File: src/rtl/wrip_pkg.sv
`default_nettype none

package wrip_pkg;

  localparam int WEIGHT_W = 16;
  localparam int WORD_W   = 31;
  localparam int TOTAL_W  = 24;
  localparam int INDEX_W  = 8;

  localparam logic [TOTAL_W-1:0] TOTAL_MAX = {TOTAL_W{1'b1}};

  localparam logic [1:0] ACT_CLEAR  = 2'd0;
  localparam logic [1:0] ACT_APPEND = 2'd1;
  localparam logic [1:0] ACT_PICK   = 2'd2;

  typedef struct packed {
    logic [1:0]          action;
    logic [WEIGHT_W-1:0] weight;
    logic [WORD_W-1:0]   random_word;
  } in_item_t;

  typedef struct packed {
    logic [INDEX_W-1:0] picked_index;
    logic               empty_error;
  } out_item_t;

  // one slot of the remainder chain
  typedef struct packed {
    logic               valid;
    logic [TOTAL_W-1:0] rem;
    logic [WORD_W-1:0]  word;
    logic [TOTAL_W-1:0] divisor;
  } mod_stage_t;

  typedef enum logic [2:0] {
    ST_IDLE,
    ST_DIV,
    ST_SRCH,
    ST_CMP,
    ST_FIN
  } state_t;

endpackage

`default_nettype wire

File: src/rtl/wrip_mod_cell.sv
`default_nettype none

module wrip_mod_cell
  import wrip_pkg::*;
(
  input  wire logic       clk,
  input  wire logic       rst_n,
  input  wire mod_stage_t stage_i,
  output mod_stage_t      stage_o
);

  logic                 valid_r;
  logic [TOTAL_W-1:0]   rem_r;
  logic [WORD_W-1:0]    word_r;
  logic [TOTAL_W-1:0]   divisor_r;
  logic [TOTAL_W:0]     trial;
  logic [TOTAL_W:0]     diff;
  logic [TOTAL_W-1:0]   rem_nxt;

  // one restoring step: bring in the next word bit, subtract if it fits
  always_comb begin
    trial = {stage_i.rem, stage_i.word[WORD_W-1]};
    diff  = trial - {1'b0, stage_i.divisor};
    if (trial >= {1'b0, stage_i.divisor}) begin
      rem_nxt = diff[TOTAL_W-1:0];
    end else begin
      rem_nxt = trial[TOTAL_W-1:0];
    end
  end

  always_ff @(posedge clk) begin
    if (!rst_n) begin
      valid_r <= 1'b0;
    end else begin
      valid_r <= stage_i.valid;
    end
  end

  always_ff @(posedge clk) begin
    rem_r     <= rem_nxt;
    word_r    <= {stage_i.word[WORD_W-2:0], 1'b0};
    divisor_r <= stage_i.divisor;
  end

  assign stage_o = '{valid: valid_r, rem: rem_r, word: word_r, divisor: divisor_r};

endmodule

`default_nettype wire

File: config.mk
export PLATFORM = sky130hd
export DESIGN_NAME = wrip_mod_cell
export DESIGN_NICKNAME = d
export VERILOG_FILES = /design/src/rtl/wrip_pkg.sv /design/src/rtl/wrip_mod_cell.sv
export SDC_FILE = /design/constraint.sdc
export NUM_CORES = 1
export LEC_CHECK = 0
export ABC_CLOCK_PERIOD_IN_PS = 6400
export BUFFER_PORTS_ARGS = -buffer_cell sky130_fd_sc_hd__buf_2
export CAP_MARGIN = 15
export CORE_ASPECT_RATIO = 0.8
export CORE_MARGIN = 4
export CORE_UTILIZATION = 35
export DETAILED_ROUTE_END_ITERATION = 12
export PLACE_DENSITY = 0.62
export SLEW_MARGIN = 20
export SYNTH_ARGS = -nofsm -noshare
export SYNTH_HDL_FRONTEND = slang
export SYNTH_SLANG_ARGS = --single-unit
export TNS_END_PERCENT = 100
File: constraint.sdc
create_clock -name clk -period 6.4 [get_ports clk]
set_input_delay 0.32 -clock clk [delete_from_list [all_inputs] [get_ports clk]]
set_output_delay 0.32 -clock clk [all_outputs]
set_load 0.03 [all_outputs]
== Word level (Yosys, flattened, before mapping) ==
Cells that the tools add are included.
Word-level totals
  register bits: 79
  input bits: 82
  output and inout bits: 80
  logic and storage cells: 7
Cells by class
  $add $sub $neg: 1
  magnitude comparators: 1
  muxes and demuxes: 1
Operator list (count)
  25-bit by 24-bit >= comparator with 1-bit output: 1
  24-bit 2-to-1 mux: 1
  24-bit subtractor: 1

== Logic depth before layout (Yosys ltp) ==
Gate-level depths: netlist of the first run.
  depth after elaboration: 2
  depth in mapped cells: 12

== Worst setup path before layout of the first run ==
No wires, ideal clock.
  path kind: in2reg
  start point: input port stage_i[10] (netlist name)
  end point: register rem_r[10]
  data arrival time: 2524 ps
  required time: 6279 ps
  slack: 3755 ps
  stages: 11
  path through: inv_1 > ha_1 > a21o_1 > a21o_1 > a221o_1 > a31oi_4 > o31ai_2 > a41o_1 > buf_6 > buf_8 > mux2_4
On the way
  word-level cells in the longest chain between the ends: 2
  elaborated cells between the ends (all ways): 3
RTL lines
  start, declared: line wrip_mod_cell.sv:8  | input wire mod_stage_t stage_i,
  24-bit subtractor or 25-bit by 24-bit >= comparator with 1-bit output (tied branches): line wrip_mod_cell.sv:23, wrip_mod_cell.sv:24
  24-bit 2-to-1 mux (*): line wrip_mod_cell.sv:24  | if (trial >= {1'b0, stage_i.divisor}) begin
  net rem_nxt[10]: line wrip_mod_cell.sv:18  | logic [TOTAL_W-1:0] rem_nxt;
  end signal, assigned: line wrip_mod_cell.sv:40  | rem_r <= rem_nxt;
  end, declared: line wrip_mod_cell.sv:13  | logic [TOTAL_W-1:0] rem_r;
The timed path passes the listed nets; every way through them passes the cells marked *.
A chain may end at the register's enable or synchronous reset.

== Worst setup path after layout of the first run ==
  start point: input port stage_i[1] (netlist name)
  end point: register rem_r[13]
The elaborated chain is that of the path after synthesis.

==> qor.yml, run 1 <==
synth_largest_type_area_fraction_pct: 47.7
grt_remaining_overflow: 0
placed_area_sq_um: 4200
n_antenna_cell: 0
detailedPlacementHpwl_mm: 6.81
post_dr_vias_cell: 4.56
ys.flop_type: "sky130_fd_sc_hd__dfxtp_1"
drtIter0Drc: 103
vdd_ir_drop_max_v: 0.000184
drt-total-wl_mm: 8.25
synth_area_leaders: "sky130_fd_sc_hd__dfxtp_1 (48%), sky130_fd_sc_hd__ha_1 (9.0%), sky130_fd_sc_hd__mux2_4 (8.6%)"
post-synth-top-area-cell: "sky130_fd_sc_hd__dfxtp_1"
areaGrowthSynthToFinish_pct: 37.0
rsz0062_at_grt: "no"
clk_root_buffer_cell: "sky130_fd_sc_hd__clkbuf_16"
fmax_mhz: 345
post-route-cell-area_sq_um: 4550
cts.repair.resized: 0
worstPathArrival_ns: 3.12
setup_viol_count_final: 0
finalWorstPathRequiredPeriod_ns: 2.90
place_congestion: 0.815
cts_hold_buffers: 0
dieArea_sq_um: 11100
finalHoldViolations: 0
antenna_found_initial: 0
ys_ff_latch: 79
grt_start_max_net_pins: 19
total_leakage_power_nw: 2.33
avgRoutedWirePerCell_um: 13.9
total_of_buffers_placed_on_input_and_output_ports: 160
cts-buffers-inserted: 9
final_nets: 579
floorplan.die.width_um: 117
timing.hold.worst.start: "stage_i[27]"
critical_path_required_ns: 6.62
tritoncts_num_sinks: 79
critPathCaptureType: "flip-flop"
cts_buffer_depth: 2
cp-start-kind: "primary input"
post-route-util_pct: 49.7
first_pass_iters: 4
cts_tree: "done"
yosysUniqueCellTypes: 48
synthTopCellsByCount: "sky130_fd_sc_hd__dfxtp_1 (79), sky130_fd_sc_hd__inv_1 (32), sky130_fd_sc_hd__ha_1 (24), sky130_fd_sc_hd__a21oi_1 (22), sky130_fd_sc_hd__mux2_4 (19)"
cts.repair_timing.setup_buffer_count: 0
hold_path.class: "in2reg"
syn-mean-instance-area_sq_um: 10.8
run_status: "finished clean"
synth-seq-area-share_pct: 47.7
hold-path-cell-count: 1
power.density_cell_area_nw_per_um2: 335
synthMostInstantiatedCell: "sky130_fd_sc_hd__dfxtp_1"
fin_total_pwr_mw: 1.52
timing.final.max_slew_violations: 0
drc_errors: 0
synthesis.nets: 415
final_layout_size_suffix_gt1_share_pct: 41.7
row_count: 31
clk_transition_reported_paths_ns: 0.06
nFillCells: 882
h-tree-depth: 3
crit_type: "in2reg"
vias: 2697
number_of_global_route_vias_before_repair: 2705
syn-instance-count: 308
max_cap_violations: 0
die-height_um: 95.1
antenna_left: 0
effective_utilization_at_floorplan_pct: 36.2
synth_enable_flop_cells: 0
worstPathMaxFanout: 18
worst_hold_path.endpoint: "word_r[4]$_DFF_P_"
final.period_utilization_pct: 45.3
floorplan.io_pins: 162
wire_length_of_the_first_global_routing_pass_mm: 12.7
ys_async_sr_fraction_pct: 0
placeableCoreArea_sq_um: 9150
global_route.usage.total_pct: 14.8
ys.warnings.count: 0
syn_area_sq_um: 3320
final.setup.tns_ns: 0
-- where the power goes --
| group | total [mW] | leakage [nW] | internal [mW] | switching (mW) |
|---|---|---|---|---|
| combinational | 0.385 | 1.50 | 0.152 | 0.233 |
| sequential | 0.556 | 0.667 | 0.544 | 0.0118 |
| clock | 0.584 | 0.164 | 0.384 | 0.200 |
-- cells by family after synthesis --
group	count (synthesis)	synth area share (%)
AO/OA/AOI/OAI	66	13.8
XOR/XNOR	22	5.81
adder cells (fa/ha/maj)	25	9.65
buffers and inverters	40	5.69
flip-flops	79	47.7
multiplexers	24	10.3
other	1	0.113
AND/OR/NAND/NOR	51	7.01
-- area by class of cell --
class / count / area (sq um) / share of cell area [%]
Inverter: 32 / 120 / 2.64
Timing Repair Buffer: 161 / 808 / 17.8
Multi-Input combinational cell: 189 / 1550 / 34.0
Tap cell: 115 / 144 / 3.17
Sequential cell: 79 / 1580 / 34.8
Clock inverter: 6 / 115 / 2.53
Clock buffer: 10 / 229 / 5.04
-- per-stage QoR --
step	hold WS [ns]	worst slack, ns	cells
after floorplan	0.348	3.76	308
after global placement	0.422	3.20	576
after detailed placement	0.424	3.14	576
after CTS	0.0719	3.49	592
after global routing	0.0663	3.27	592
final	0.0882	3.50	592
-- registers in the layout (all words and copies together), names as in the netlist --
register,cells
word_r,30
divisor_r,24
rem_r,24
valid_r,1
-- cells in the final DEF, fill, tap and decap left out, types with 4 or more instances in the layout --
cell type / n
sky130_fd_sc_hd__inv_1: 32
sky130_fd_sc_hd__buf_2: 160
sky130_fd_sc_hd__ha_1: 24
sky130_fd_sc_hd__nor2_1: 15
sky130_fd_sc_hd__o21bai_1: 5
sky130_fd_sc_hd__nand3_1: 5
sky130_fd_sc_hd__mux2_1: 4
sky130_fd_sc_hd__o21ai_0: 7
sky130_fd_sc_hd__a21o_1: 7
sky130_fd_sc_hd__clkbuf_16: 9
sky130_fd_sc_hd__xor2_1: 8
sky130_fd_sc_hd__o21a_1: 4
sky130_fd_sc_hd__dfxtp_1: 79
sky130_fd_sc_hd__nand2_1: 17
sky130_fd_sc_hd__xnor2_1: 14
sky130_fd_sc_hd__mux2_4: 19
sky130_fd_sc_hd__a21oi_1: 22
-- worst max path at each step --
stage                startpoint  slack (ns)  cells past startpoint           endpoint
floorplan           stage_i[10]        3.76                     11  rem_r[10]$_DFF_P_
global placement     stage_i[1]        3.20                     11  rem_r[13]$_DFF_P_
detailed placement   stage_i[1]        3.14                     11  rem_r[18]$_DFF_P_
CTS                  stage_i[1]        3.49                     11  rem_r[18]$_DFF_P_
global route         stage_i[1]        3.27                     11  rem_r[13]$_DFF_P_
finish               stage_i[1]        3.50                     11  rem_r[13]$_DFF_P_
-- critical path, stage by stage --
cell and delay, ns:
sky130_fd_sc_hd__buf_2 0.09, sky130_fd_sc_hd__inv_1 0.06, sky130_fd_sc_hd__ha_1 0.29, sky130_fd_sc_hd__nor2b_1 0.19, sky130_fd_sc_hd__o2111ai_1 0.16, sky130_fd_sc_hd__a31oi_1 0.35
sky130_fd_sc_hd__a31oi_4 0.18, sky130_fd_sc_hd__o31ai_2 0.33, sky130_fd_sc_hd__a41o_1 0.41, sky130_fd_sc_hd__buf_4 0.40, sky130_fd_sc_hd__mux2_4 0.33
-- per-layer routing --
metal	wire, um	global-route usage [%]	vias up
met1	3610	17.7	1189
met4	93	4.58	0
met2	3740	24.1	120
li1	-	-	1377
met3	804	6.35	11
met5	0	0	-
Power figures use the tool's default switching activity.
==> run 2, diff against run 1 <==
Settings changed: ABC_AREA from default to 1, ABC_CLOCK_PERIOD_IN_PS 6400 to 2700, PLACE_DENSITY 0.62 to 0.59.
Clock period 6.4 ns to 2.7 ns, I/O delays scaled along.
==> run 2 against run 1 <==
  * Sequential power is 130% higher
  * Final cell count is 58% higher
  * Critical path depth is 3 higher
  * Core utilization is 3.3 points higher
  * Non-clock buffer count is 58 higher
  * Critical endpoint is now rem_r[22]$_DFF_P_
  * Largest cell class is now multi-input combinational cells
==> qor.yml, run 2 <==
placeableCoreArea_sq_um: 10900
setup_viol_count_final: 0
largest_register_ff_count: 30
cts-buffers-inserted: 9
cts.repair.resized: 0
worstPathMaxFanout: 24
global_route.usage.total_pct: 19.7
row_count: 34
tritoncts_num_sinks: 79
wire_length_of_the_first_global_routing_pass_mm: 20.3
drtIter0Drc: 165
hold-path-cell-count: 3
timing.hold.worst.start: "stage_i[60]"
total_leakage_power_nw: 3.34
hold_slack_ns: 0.0620
crit_chain: "dlygate4sd3_1, buf_2, inv_1, ha_1, nand2_1, inv_1, nand2_1, nand2_1, inv_1, nand3_1, nand3_4, nand3_4, nand2_1, nand2_1"
fmax_mhz: 445
number_of_global_route_vias_before_repair: 4064
post_dr_vias_cell: 4.34
post-synth-top-area-cell: "sky130_fd_sc_hd__dfxtp_1"
detailedPlacementHpwl_mm: 9.29
final.setup.tns_ns: 0
worstPathArrival_ns: 2.47
finalWorstPathRequiredPeriod_ns: 2.25
yosysUniqueCellTypes: 28
timing.final.max_slew_violations: 0
synthTopCellsByCount: "sky130_fd_sc_hd__nand2_1 (220), sky130_fd_sc_hd__inv_1 (114), sky130_fd_sc_hd__dfxtp_1 (79), sky130_fd_sc_hd__nand4_1 (31), sky130_fd_sc_hd__nor2_1 (28)"
finalHoldViolations: 0
worst_hold_path.endpoint: "rem_r[6]$_DFF_P_"
placement.setup.worst_slack_ns: 0.632
power.density_cell_area_nw_per_um2: 634
ys.flop_type: "sky130_fd_sc_hd__dfxtp_1"
floorplan.io_pins: 162
synth_enable_flop_cells: 0
clk_transition_reported_paths_ns: 0.07
antenna_left: 0
register_name_with_the_most_flops: "word_r"
max_cap_violations: 0
grt_remaining_overflow: 0
fin_ws_ns: 0.453
final_nets: 896
vias: 4074
syn_area_sq_um: 3950
reg.largest.list: "word_r (30), divisor_r (24), rem_r (24)"
cts_buffer_depth: 2
rsz0062_at_grt: "no"
hold_path.class: "in2reg"
h-tree-depth: 3
final_cell_mix: "sky130_fd_sc_hd__nand2_1 (220), sky130_fd_sc_hd__buf_2 (160), sky130_fd_sc_hd__inv_1 (114), sky130_fd_sc_hd__dfxtp_1 (79), sky130_fd_sc_hd__dlygate4sd3_1 (56)"
total_of_buffers_placed_on_input_and_output_ports: 160
clk_root_buffer_cell: "sky130_fd_sc_hd__clkbuf_16"
critPathCaptureType: "flip-flop"
final_layout_size_suffix_gt1_share_pct: 24.3
drt-total-wl_mm: 12.4
die-height_um: 103
dieArea_sq_um: 13100
fin_total_pwr_mw: 3.67
layout.cells.most_common: "sky130_fd_sc_hd__nand2_1"
areaGrowthSynthToFinish_pct: 46.6
ys_async_sr_fraction_pct: 0
ys.warnings.count: 0
effective_utilization_at_floorplan_pct: 36.1
syn-mean-instance-area_sq_um: 6.94
cts.repair_timing.setup_buffer_count: 0
place_congestion: 0.862
vdd_ir_drop_max_v: 0.000313
n_antenna_cell: 0
ys_ff_latch: 79
post-route-util_pct: 53.0
antenna_found_initial: 0
syn-instance-count: 569
grt_start_max_net_pins: 25
synthMostInstantiatedCell: "sky130_fd_sc_hd__nand2_1"
cp-start-kind: "primary input"
synth-seq-area-share_pct: 40.0
synthesis.nets: 676
final.period_utilization_pct: 83.2
cts_tree: "done"
critical_path_required_ns: 2.93
max_stage_delay_ns: 0.52
crit_type: "in2reg"
avgRoutedWirePerCell_um: 13.2
floorplan.die.width_um: 127
synth_area_leaders: "sky130_fd_sc_hd__dfxtp_1 (40%), sky130_fd_sc_hd__nand2_1 (21%), sky130_fd_sc_hd__inv_1 (11%)"
first_pass_iters: 6
drc_errors: 0
crit_top_cell: "sky130_fd_sc_hd__nand2_1"
synth_largest_type_area_fraction_pct: 40.0
crit_slowest_cell: "sky130_fd_sc_hd__dlygate4sd3_1"
run_status: "finished clean"
-- run 2: through the flow --
step | instance area (sq um) | instances
2_1_floorplan | 3950 | 569
3_5_place_dp | 4890 | 866
3_3_place_gp | 4890 | 866
5_1_grt | 5790 | 938
4_1_cts | 5790 | 938
6_report | 5790 | 938
-- run 2: timing repair --
item / in CTS / in global routing
hold buffers: 56 / 0
endpoints found under the setup margin: 0 / 0
endpoints found under the hold margin: 55 / 0
-- run 2: how the worst max path moves through the flow --
stage               depth (start not counted)  slack, ns                 to   startpoint
floorplan                                  13       1.12  rem_r[18]$_DFF_P_  stage_i[16]
global placement                           13       0.64  rem_r[13]$_DFF_P_   stage_i[8]
detailed placement                         13       0.63  rem_r[22]$_DFF_P_   stage_i[8]
CTS                                        14       0.45  rem_r[22]$_DFF_P_   stage_i[8]
global route                               14       0.21  rem_r[22]$_DFF_P_   stage_i[8]
finish                                     14       0.45  rem_r[22]$_DFF_P_   stage_i[8]
-- run 2: metal layers --
metal	share of wire (%)	global-route usage, %
met4	0.96	4.53
met1	47	25.7
met5	0	0
met3	7.6	5.39
met2	44	32.8
-- run 2: logic make-up after synthesis --
kind of cell | count (synthesis) | share of synthesized area [%]
buffers and inverters | 127 | 12.8
and+or+nand+nor | 315 | 34.7
other | 1 | 0.0949
DFF | 79 | 40.0
AOI/OAI and AO/OA | 11 | 1.74
adders and majority gates | 25 | 8.11
xor gates and xnor gates | 11 | 2.44
-- run 2: critical path: cells and delay by family --
| kind | cells | cell delay [ns] |
|---|---|---|
| adder cells (fa/ha/maj) | 1 | 0.34 |
| AND/OR/NAND/NOR | 8 | 1.21 |
| buffers and inverters | 5 | 0.78 |
-- run 2: layout make-up --
class,count,area [sq um]
well taps,144,180
fillers,1061,5140
repair buffers,219,1380
clock inverters,6,116
clock buffers,10,229
flip-flops and latches,79,1580
multi-input cells,363,1860
inverters,117,439
-- run 2: where the power goes --
| part | internal, mW | switching, mW | total [mW] |
|---|---|---|---|
| Combinational | 0.333 | 0.625 | 0.958 |
| Sequential | 1.28 | 0.0239 | 1.30 |
| Clock | 0.912 | 0.499 | 1.41 |
==> run 3, diff against run 2 <==
Settings changed: ABC_AREA 1 to 0, ABC_CLOCK_PERIOD_IN_PS 2700 to 2100, PLACE_DENSITY 0.59 to 0.62.
Clock period 2.7 ns to 2.1 ns, I/O delays scaled along.
==> run 3 against run 2 <==
  * Non-clock buffer count increased by 59
  * Hold slack got worse by 0.053 ns
  * Die area fell by 15%
  * Worst setup slack got worse by 0.39 ns
  * Sequential power up 31%
  * Power up 30%
  * Core utilization increased by 10 points
  * Critical path depth decreased by 3
  * Count of clock-buffer cells in the layout down 1
  * Sequential share of layout area grew 0.14 points
  * Routed wire length shrank 23%
  * Via count down 23%
==> qor.yml, run 3 (same netlist as run 1, synthesis figures left out) <==
hold_slack_ns: 0.00860
n_antenna_cell: 0
place_congestion: 0.789
fin_ws_ns: 0.0654
antenna_left: 0
tritoncts_num_sinks: 79
global_route.usage.total_pct: 17.1
post-route-util_pct: 63.0
fin_total_pwr_mw: 4.78
largest_register_ff_count: 30
stdcell_count: 709
final_cell_mix: "sky130_fd_sc_hd__buf_2 (160), sky130_fd_sc_hd__dfxtp_1 (79), sky130_fd_sc_hd__dlygate4sd3_1 (61), sky130_fd_sc_hd__buf_4 (54), sky130_fd_sc_hd__inv_1 (29)"
worstPathArrival_ns: 2.26
post_dr_vias_cell: 4.42
cts_tree: "done"
cp-start-kind: "primary input"
finalHoldViolations: 0
vdd_ir_drop_max_v: 0.000649
hold_path.class: "in2reg"
vias: 3136
clk_root_buffer_cell: "sky130_fd_sc_hd__clkbuf_16"
drc_errors: 0
hold-path-cell-count: 2
worst_hold_path.endpoint: "rem_r[7]$_DFF_P_"
multiInputGateArea_sq_um: 1720
floorplan.io_pins: 162
finalWorstPathRequiredPeriod_ns: 2.03
grt_remaining_overflow: 0
grt_start_max_net_pins: 17
run_status: "finished clean"
timing.hold.worst.start: "stage_i[61]"
register_name_with_the_most_flops: "word_r"
cts-buffers-inserted: 9
cts_buffer_depth: 2
row_count: 31
effective_utilization_at_floorplan_pct: 36.2
power.density_cell_area_nw_per_um2: 830
seqCellArea_sq_um: 1580
wire_length_of_the_first_global_routing_pass_mm: 14.9
clk_transition_reported_paths_ns: 0.07
final_layout_size_suffix_gt1_share_pct: 47.3
placement.setup.worst_slack_ns: -0.309
dieArea_sq_um: 11100
critPathCaptureType: "flip-flop"
layout.cells.most_common: "sky130_fd_sc_hd__buf_2"
detailedPlacementHpwl_mm: 7.01
first_pass_iters: 4
antenna_found_initial: 0
number_of_global_route_vias_before_repair: 3189
floorplan.die.width_um: 117
worstPathMaxFanout: 12
crit_type: "in2reg"
final.period_utilization_pct: 96.9
fmax_mhz: 491
reg.largest.list: "word_r (30), divisor_r (24), rem_r (24)"
max_cap_violations: 0
timing.final.max_slew_violations: 0
drt-total-wl_mm: 9.63
final_nets: 696
total_leakage_power_nw: 2.88
drtIter0Drc: 73
avgRoutedWirePerCell_um: 13.6
areaGrowthSynthToFinish_pct: 73.7
total_of_buffers_placed_on_input_and_output_ports: 160
die-height_um: 95.1
nFillCells: 768
place_inst: 631
placeableCoreArea_sq_um: 9150
critical_path_required_ns: 2.33
h-tree-depth: 3
setup_viol_count_final: 0
## run 3: cell count changes in the layout (fill, tap and decap cells not counted), sizes merged, moves of 17 or more
cell	delta
nor2	-17
nand4	-29
nand3	-19
mux2	+23
nand2	-204
inv	-83
buf	+53
## run 3: final cells by class
type,count,share of cell area (%)
flip-flops and latches,79,27.4
clock inverters,7,1.45
inverters,32,2.13
multi-input cells,189,29.9
repair buffers,278,32.7
well taps,115,2.50
clock buffers,9,3.91
## run 3: power by group
group / internal, mW / switching (mW) / leakage, nW
combinational: 0.694 / 0.785 / 2.06
clock: 0.943 / 0.667 / 0.149
sequential: 1.66 / 0.0385 / 0.667
## run 3: how the worst max path moves through the flow
stage | from | end
2_1_floorplan | stage_i[64] | rem_r[10]$_DFF_P_
3_3_place_gp | stage_i[54] | rem_r[22]$_DFF_P_
3_5_place_dp | stage_i[0] | rem_r[10]$_DFF_P_
4_1_cts | stage_i[1] | rem_r[1]$_DFF_P_
5_1_grt | stage_i[3] | rem_r[16]$_DFF_P_
6_report | stage_i[1] | rem_r[10]$_DFF_P_
## run 3: per-layer routing
layer	global-route usage, %	wire [um]
met4	4.30	83
met2	28.8	4510
met3	5.77	773
met1	21.1	4260
met5	0	0
## run 3: through the flow
stage	setup TNS (ns)	cell area [sq um]
6_report	0	5760
4_1_cts	0	5680
3_3_place_gp	-6.02	4770
2_1_floorplan	-1.63	3450
5_1_grt	-0.00320	5760
3_5_place_dp	-6.95	4770
## run 3: critical path, stage by stage
cell	delay, ns
sky130_fd_sc_hd__buf_2	0.10
sky130_fd_sc_hd__inv_2	0.05
sky130_fd_sc_hd__ha_4	0.26
sky130_fd_sc_hd__nor2b_4	0.14
sky130_fd_sc_hd__o2111ai_2	0.19
sky130_fd_sc_hd__a31oi_4	0.22
sky130_fd_sc_hd__a31oi_4	0.12
sky130_fd_sc_hd__o31ai_4	0.27
sky130_fd_sc_hd__a41o_4	0.31
sky130_fd_sc_hd__buf_12	0.18
sky130_fd_sc_hd__mux2_4	0.31
## run 3: what timing repair did
item                       in CTS  in global routing
hold buffers                   60                  1
hold endpoints to repair       59                  1
setup endpoints to repair       0                 23
buffers inserted                0                  0
gates resized for setup         0                 11
